==> src/sv/multi_pattern_censor_engine_core_macros.svh <==
// Assertion macros shared by the censor engine RTL.
`ifndef MULTI_PATTERN_CENSOR_ENGINE_CORE_MACROS_SVH
`define MULTI_PATTERN_CENSOR_ENGINE_CORE_MACROS_SVH
`ifndef ASSERT_OFF
`define MPCE_ASSERT_IMPL(label, clk, rst_n, prop) \
    label: assert property (@(posedge clk) disable iff (!rst_n) (prop)) \
        else $error("assertion failed");
`define MPCE_NEVER(label, clk, rst_n, expr) \
    label: assert property (@(posedge clk) disable iff (!rst_n) !(expr)) \
        else $error("forbidden condition");
`else
`define MPCE_ASSERT_IMPL(label, clk, rst_n, prop)
`define MPCE_NEVER(label, clk, rst_n, expr)
`endif
`endif

==> src/sv/mpce_pkg.sv <==
`default_nettype none
package mpce_pkg;
    localparam int unsigned CMD_W = 3;
    localparam int unsigned SYM_W = 5;
    localparam int unsigned IDX_W = 12;
    localparam int unsigned LEN_W = 13;
    localparam logic [LEN_W-1:0] DEPTH_MAX = 13'd8191;

    typedef enum logic [2:0] {
        CMD_INSERT = 3'd0,
        CMD_END    = 3'd1,
        CMD_BUILD  = 3'd2,
        CMD_TEXT   = 3'd3,
        CMD_READ   = 3'd4,
        CMD_CLEAR  = 3'd5,
        CMD_NOP6   = 3'd6,
        CMD_NOP7   = 3'd7
    } t_cmd;

    typedef enum logic [1:0] {
        ST_OK       = 2'd0,
        ST_NODEFULL = 2'd1,
        ST_STKFULL  = 2'd2,
        ST_BAD      = 2'd3
    } t_status;

    typedef struct packed {
        logic [CMD_W-1:0] command;
        logic [SYM_W-1:0] symbol;
        logic [IDX_W-1:0] read_index;
    } t_in_item;

    typedef struct packed {
        logic [1:0]       status;
        logic [LEN_W-1:0] stack_depth;
        logic [LEN_W-1:0] removed_length;
        logic [SYM_W-1:0] read_symbol;
    } t_out_item;

    typedef enum logic [4:0] {
        S_IDLE, S_DECODE, S_INS_RD, S_INS_WAIT, S_INS_DO, S_END_RD, S_END_DO,
        S_TXT_RD, S_TXT_LEN, S_TXT_LWAIT, S_TXT_DO, S_TXT_POP, S_TXT_POPW,
        S_TXT_POPDO, S_RD_RD, S_RD_WAIT, S_B_ROOT, S_B_ROOTW, S_B_ROOTDO,
        S_B_DEQ, S_B_DEQW, S_B_FAIL, S_B_CRD, S_B_CWAIT, S_B_CDO, S_B_DONE,
        S_OUT
    } t_state;

    // controller -> datapath commands
    typedef enum logic [4:0] {
        OP_NONE, OP_LATCH, OP_INS_RD, OP_INS_DO, OP_END_RD, OP_END_DO,
        OP_TXT_RD, OP_TXT_LEN, OP_TXT_DO, OP_TXT_POP, OP_TXT_POPDO,
        OP_RD_RD, OP_RD_DO, OP_B_INIT, OP_B_ROOTRD, OP_B_ROOTDO, OP_B_DEQ,
        OP_B_FAILRD, OP_B_FAIL, OP_B_CRD, OP_B_CWAIT, OP_B_CDO, OP_B_DONE,
        OP_CLEAR, OP_SET_BAD, OP_SET_NODEFULL, OP_SET_STKFULL
    } t_op;

    typedef struct packed {
        logic [CMD_W-1:0] cmd;
        logic             built;
        logic             sym_ok;
        logic             stk_full;
        logic             node_full;
        logic             child_zero;
        logic             len_zero;
        logic             sp_zero;
        logic             idx_ok;
        logic             queue_empty;
        logic             last_sym;
    } t_status_bus;
endpackage
`default_nettype wire

==> src/sv/mpce_ctrl.sv <==
`default_nettype none
module mpce_ctrl (
    input  wire logic                 i_clk,
    input  wire logic                 i_rst_n,
    input  wire logic                 i_in_valid,
    output logic                      o_in_stall,
    output logic                      o_out_valid,
    input  wire logic                 i_out_stall,
    input  wire logic                 i_clr_done,
    input  wire mpce_pkg::t_status_bus i_st,
    output mpce_pkg::t_op             o_op
);
    import mpce_pkg::*;

    t_state r_state, n_state;

    always_ff @(posedge i_clk) begin
        if (!i_rst_n) begin
            r_state <= S_IDLE;
        end else begin
            r_state <= n_state;
        end
    end

    always_comb begin
        n_state = r_state;
        case (r_state)
            S_IDLE: begin
                if (i_in_valid && i_clr_done) n_state = S_DECODE;
            end
            S_DECODE: begin
                case (t_cmd'(i_st.cmd))
                    CMD_INSERT: n_state = (i_st.built || !i_st.sym_ok) ? S_OUT : S_INS_RD;
                    CMD_END:    n_state = i_st.built ? S_OUT : S_END_RD;
                    CMD_BUILD:  n_state = i_st.built ? S_OUT : S_B_ROOT;
                    CMD_TEXT: begin
                        if (!i_st.built || !i_st.sym_ok || i_st.stk_full) n_state = S_OUT;
                        else n_state = S_TXT_RD;
                    end
                    CMD_READ:   n_state = i_st.idx_ok ? S_RD_RD : S_OUT;
                    default:    n_state = S_OUT;
                endcase
            end
            S_INS_RD:    n_state = S_INS_WAIT;
            S_INS_WAIT:  n_state = S_INS_DO;
            S_INS_DO:    n_state = S_OUT;
            S_END_RD:    n_state = S_END_DO;
            S_END_DO:    n_state = S_OUT;
            S_TXT_RD:    n_state = S_TXT_LEN;
            S_TXT_LEN:   n_state = S_TXT_LWAIT;
            S_TXT_LWAIT: n_state = S_TXT_DO;
            S_TXT_DO:    n_state = i_st.len_zero ? S_OUT : S_TXT_POP;
            S_TXT_POP:   n_state = i_st.sp_zero ? S_OUT : S_TXT_POPW;
            S_TXT_POPW:  n_state = S_TXT_POPDO;
            S_TXT_POPDO: n_state = S_OUT;
            S_RD_RD:     n_state = S_RD_WAIT;
            S_RD_WAIT:   n_state = S_OUT;
            S_B_ROOT:    n_state = S_B_ROOTW;
            S_B_ROOTW:   n_state = S_B_ROOTDO;
            S_B_ROOTDO:  n_state = i_st.last_sym ? S_B_DEQ : S_B_ROOT;
            S_B_DEQ:     n_state = i_st.queue_empty ? S_B_DONE : S_B_DEQW;
            S_B_DEQW:    n_state = S_B_FAIL;
            S_B_FAIL:    n_state = S_B_CRD;
            S_B_CRD:     n_state = S_B_CWAIT;
            S_B_CWAIT:   n_state = S_B_CDO;
            S_B_CDO:     n_state = i_st.last_sym ? S_B_DEQ : S_B_CRD;
            S_B_DONE:    n_state = S_OUT;
            S_OUT:       n_state = i_out_stall ? S_OUT : S_IDLE;
            default:     n_state = S_IDLE;
        endcase
    end

    always_comb begin
        o_op        = OP_NONE;
        o_in_stall  = 1'b1;
        o_out_valid = 1'b0;
        case (r_state)
            S_IDLE: begin
                o_in_stall = !i_clr_done;
                if (i_in_valid && i_clr_done) o_op = OP_LATCH;
            end
            S_DECODE: begin
                case (t_cmd'(i_st.cmd))
                    CMD_INSERT: o_op = (i_st.built || !i_st.sym_ok) ? OP_SET_BAD : OP_NONE;
                    CMD_END:    o_op = i_st.built ? OP_SET_BAD : OP_NONE;
                    CMD_BUILD:  o_op = i_st.built ? OP_SET_BAD : OP_B_INIT;
                    CMD_TEXT: begin
                        if (!i_st.built || !i_st.sym_ok) o_op = OP_SET_BAD;
                        else if (i_st.stk_full) o_op = OP_SET_STKFULL;
                    end
                    CMD_READ:   o_op = i_st.idx_ok ? OP_NONE : OP_SET_BAD;
                    CMD_CLEAR:  o_op = OP_CLEAR;
                    default:    o_op = OP_NONE;
                endcase
            end
            S_INS_RD:    o_op = OP_INS_RD;
            S_INS_DO:    o_op = (i_st.child_zero && i_st.node_full) ? OP_SET_NODEFULL
                                                                    : OP_INS_DO;
            S_END_RD:    o_op = OP_END_RD;
            S_END_DO:    o_op = OP_END_DO;
            S_TXT_RD:    o_op = OP_TXT_RD;
            S_TXT_LEN:   o_op = OP_TXT_LEN;
            S_TXT_DO:    o_op = OP_TXT_DO;
            S_TXT_POP:   o_op = OP_TXT_POP;
            S_TXT_POPDO: o_op = OP_TXT_POPDO;
            S_RD_RD:     o_op = OP_RD_RD;
            S_RD_WAIT:   o_op = OP_RD_DO;
            S_B_ROOT:    o_op = OP_B_ROOTRD;
            S_B_ROOTW:   o_op = OP_B_ROOTRD;
            S_B_ROOTDO:  o_op = OP_B_ROOTDO;
            S_B_DEQ:     o_op = i_st.queue_empty ? OP_NONE : OP_B_DEQ;
            S_B_DEQW:    o_op = OP_B_FAILRD;
            S_B_FAIL:    o_op = OP_B_FAIL;
            S_B_CRD:     o_op = OP_B_CRD;
            S_B_CWAIT:   o_op = OP_B_CWAIT;
            S_B_CDO:     o_op = OP_B_CDO;
            S_B_DONE:    o_op = OP_B_DONE;
            S_OUT:       o_out_valid = 1'b1;
            default:     o_op = OP_NONE;
        endcase
    end

`include "multi_pattern_censor_engine_core_macros.svh"
    `MPCE_NEVER(a_accept_only_idle, i_clk, i_rst_n, (!o_in_stall && r_state != S_IDLE))
    `MPCE_NEVER(a_out_only_in_out, i_clk, i_rst_n, (o_out_valid && r_state != S_OUT))
    `MPCE_ASSERT_IMPL(a_out_holds, i_clk, i_rst_n,
        (o_out_valid && i_out_stall) |=> o_out_valid)
endmodule
`default_nettype wire

==> config.mk <==
export PLATFORM = sky130hd
export DESIGN_NAME = mpce_ctrl
export DESIGN_NICKNAME = d
export VERILOG_FILES = /design/src/sv/mpce_pkg.sv /design/src/sv/mpce_ctrl.sv
export VERILOG_INCLUDE_DIRS = /design/src /design/src/sv
export SDC_FILE = /design/constraint.sdc
export NUM_CORES = 1
export LEC_CHECK = 0
export BUFFER_PORTS_ARGS = -buffer_cell sky130_fd_sc_hd__buf_2
export CAP_MARGIN = 0
export CORE_AREA = 2 2 50 52
export CTS_BUF_LIST = sky130_fd_sc_hd__clkbuf_4 sky130_fd_sc_hd__clkbuf_8
export CTS_CLUSTER_DIAMETER = 40
export DETAILED_ROUTE_END_ITERATION = 16
export DIE_AREA = 0 0 52 54
export GPL_ROUTABILITY_DRIVEN = 1
export GPL_TIMING_DRIVEN = 0
export PLACE_DENSITY = 0.78
export REMOVE_ABC_BUFFERS = 1
export SLEW_MARGIN = 20
export SYNTH_ARGS = -nofsm -noshare
export SYNTH_HDL_FRONTEND = slang
export SYNTH_SLANG_ARGS = --single-unit
==> constraint.sdc <==
create_clock -name i_clk -period 1.27 [get_ports i_clk]
set_input_delay 0.1905 -clock i_clk [delete_from_list [all_inputs] [get_ports i_clk]]
set_output_delay 0.1905 -clock i_clk [all_outputs]
set_load 0.005 [all_outputs]
==> impl_metrics.tcl <==
set metrics [dict create \
    seqPwrFrac_pct 15.8 \
    clkPwrFrac_pct 7.3 \
    coreArea_um2 2320 \
    rrSetupSlack_ns -0.34 \
    status "finished, violations left" \
    gr-usage-all-layers_pct 27.42 \
    p_sw_uw 1267 \
    drive_gt1_share_pct 40.53 \
    vias 1465 \
    drv_slew 0 \
    drv_cap 0 \
    cp.depth 5 \
    synth.area.top_cells "dfxtp_1 (9.2%), a21oi_1 (8.3%), buf_2 (5.1%)" \
    async_reset_ff_share_pct 0 \
    finalCriticalPeriod_ns 1.798 \
    slowest_delay_ns 0.40 \
    synthFlopType "dfxtp_1" \
    start_util_pct 46.66 \
    fillers 192 \
    peakVddDrop_v 0.001241 \
    largest_reg_flops 5 \
    port_buffers 24 \
    final_net_count 209 \
    cts_made_buffers 3 \
    drc 0 \
    ys_seq_elements 5 \
    cp-endpoint "o_op[3]" \
    area_delta_synth_final_pct 40.46 \
    crit_start "r_state[1]" \
    reg2reg_from "r_state[1]" \
    path_buf_inv 1 \
    dieArea_um2 2808 \
    grt_overflow_total 0 \
    cts_root_buf "clkbuf_4" \
    max_slew_margin_pct 69.80 \
    dp_hpwl_mm 2.007 \
    path_max_fanout 11 \
    finalNonFillerCells 220 \
    timing.final.crit_share_pct 141.5 \
    yosysTopAreaCell "dfxtp_1" \
    yosysWarnings 0 \
    grt_pass1_vias 1284 \
    power_density_nw_per_um2 1711 \
    p_leak_uw 0.0005845 \
    crit_slowest_cell "dfxtp_4" \
    ys_types 48 \
    critPathTopFamily "simple AND/OR/NAND/NOR gates" \
    wl_per_cell_um 17.62 \
    hold_violations 0 \
    clock_path_buffers 2 \
    crit_path_start_kind "register" \
    reg2reg_to "r_state[4]" \
    row_count 18 \
    hold_slack_ns 0.3788 \
    skew_ns 0.004255 \
    h-tree-depth 1 \
    ant_nets 0 \
    synth_most_common_cell "a21oi_1" \
    swShare_pct 48.70 \
    first_pass_iters 4 \
    globalplace.congestion 0.8812 \
    io_pins 25 \
    clock_latency_ns 0.24 \
    setup_tns_ns -4.526 \
    antenna_cells 0 \
    rr_worst_depth 5 \
    setup_viol 12 \
    vias_per_cell 6.659 \
    die_w_um 52 \
    max_slew.worst_pin.slew_ns 0.4482 \
    hold_path_class "in2reg" \
    cp.arrival_ns 1.61 \
    cp_data_required_time_ns 1.08 \
    synth_edf_count 0 \
    intPower_uw 1334 \
    syn-mean-instance-area_um2 6.850 \
    wirelength_mm 3.876 \
    cts_tree "done" \
    layout_setup_ws_ns -0.5276 \
    netlist_instances 158 \
    postLayoutCoreUtil_pct 65.53 \
    antenna_found_initial 0 \
    cts.sinks 5 \
    critical_path_class "reg2out" \
    placed_cells 195 \
    clk_pin_slew_worst_paths_ns 0.05 \
    die_h_um 54 \
    fmax_mhz 556.3 \
    power_frac_comb_pct 77.0 \
    rsz0062_at_grt "yes" \
    synth.top_cell.area_share_pct 9.249 \
    syn_area_um2 1082 \
    drt_first_iter_violations 90 \
    synth-seq-area-share_pct 9.249 \
    yosys-top-cells-count "a21oi_1 (18), buf_2 (11), nand2_1 (11), o21ai_0 (9)" \
    violations "negative setup slack" \
    top_regs "r_state x5" \
    endpoint_kind "primary output" \
    path_cells "nand2b_1 > or4_1 > a21oi_1 > a221o_1 > buf_2" \
    top_register "r_state" \
    grt_pass1_wl_mm 5.899 \
    grt_max_degree 18 \
]
## per-stage QoR
step	total power (uW)	setup WS, ns	instance area (um^2)
after CTS	2356	-0.5159	1440
after global placement	1636	-0.9148	1140
after detailed placement	1677	-0.9964	1140
final	2601	-0.5276	1520
after floorplan	1276	-0.5386	982.2
after global routing	2779	-0.5874	1520
## cells in the final DEF (no fill, tap or decap), drive strengths merged, types with 3 or more instances in the layout
master / Yosys / final
buf: 16 / 45
a21oi: 18 / 18
nand2: 11 / 11
o21ai: 9 / 9
nor2: 8 / 8
nor2b: 8 / 8
nand2b: 7 / 7
o211ai: 5 / 5
o31a: 5 / 5
dfxtp: 5 / 5
nand3: 5 / 5
nor3: 4 / 4
inv: 4 / 4
a31oi: 4 / 4
a32oi: 4 / 4
a32o: 3 / 3
nand3b: 3 / 3
and3b: 3 / 3
clkbuf: 1 / 3
a22oi: 3 / 3
## cell families (layout without fill, tap and decap cells)
kind of cell | after synthesis | in the layout | share of synthesized area [%]
flops | 5 | 5 | 9.249
buf+inv | 21 | 53 | 10.63
simple gates | 62 | 62 | 33.07
xor+xnor | 3 | 3 | 2.428
compound gates | 66 | 66 | 43.70
fa+ha+maj | 1 | 1 | 0.9249
## area by class of cell
cell class / count / area (um^2) / share of cell area, %
inverter: 4 / 15.01 / 0.9877
timing repair buffer: 45 / 341.6 / 22.47
clock buffer: 3 / 22.52 / 1.481
sequential: 5 / 118.9 / 7.819
clock inverter: 1 / 5.005 / 0.3292
tap: 30 / 37.54 / 2.469
multi-input combinational: 132 / 979.7 / 64.44
## how the worst min path moves through the flow
stage,from,slack (ns),end,cells after the start
finish,i_rst_n,0.38,r_state[3],4
global route,i_rst_n,0.40,r_state[1],4
CTS,i_rst_n,0.35,r_state[3],4
detailed placement,i_rst_n,0.62,r_state[0],4
global placement,i_rst_n,0.62,r_state[0],4
floorplan,i_clr_done,0.44,o_in_stall,1
## what timing repair did
item / CTS / global route
pin swaps: 5 / 2
hold endpoints to repair: 0 / 0
gates cloned: 1 / 0
hold buffers: 0 / 0
gates resized for setup: 39 / 8
setup buffers: 16 / 4
setup endpoints to repair: 12 / 12
## power groups by stage
stage | logic, uW | registers, uW | clock network, uW
floorplan | 844 | 432 | 0
global placement | 1130 | 506 | 0
detailed placement | 1160 | 521 | 0
CTS | 1770 | 392 | 190
global route | 2150 | 418 | 209
finish | 2000 | 410 | 189
## metal layers
layer / track usage [%] / vias to the layer above / routed length (um)
met5: 0 / - / 0
met4: 7.895 / 0 / 74
met3: 4.167 / 12 / 378
met2: 47.47 / 106 / 1908
met1: 35.03 / 673 / 1515
li1: - / 674 / -
## tightest hold or removal path: cells and delay by family
family                 cells  cell delay (ns)
buffers and inverters      1             0.09
AO/OA/AOI/OAI              3             0.30
Power figures use the tool's default switching activity.
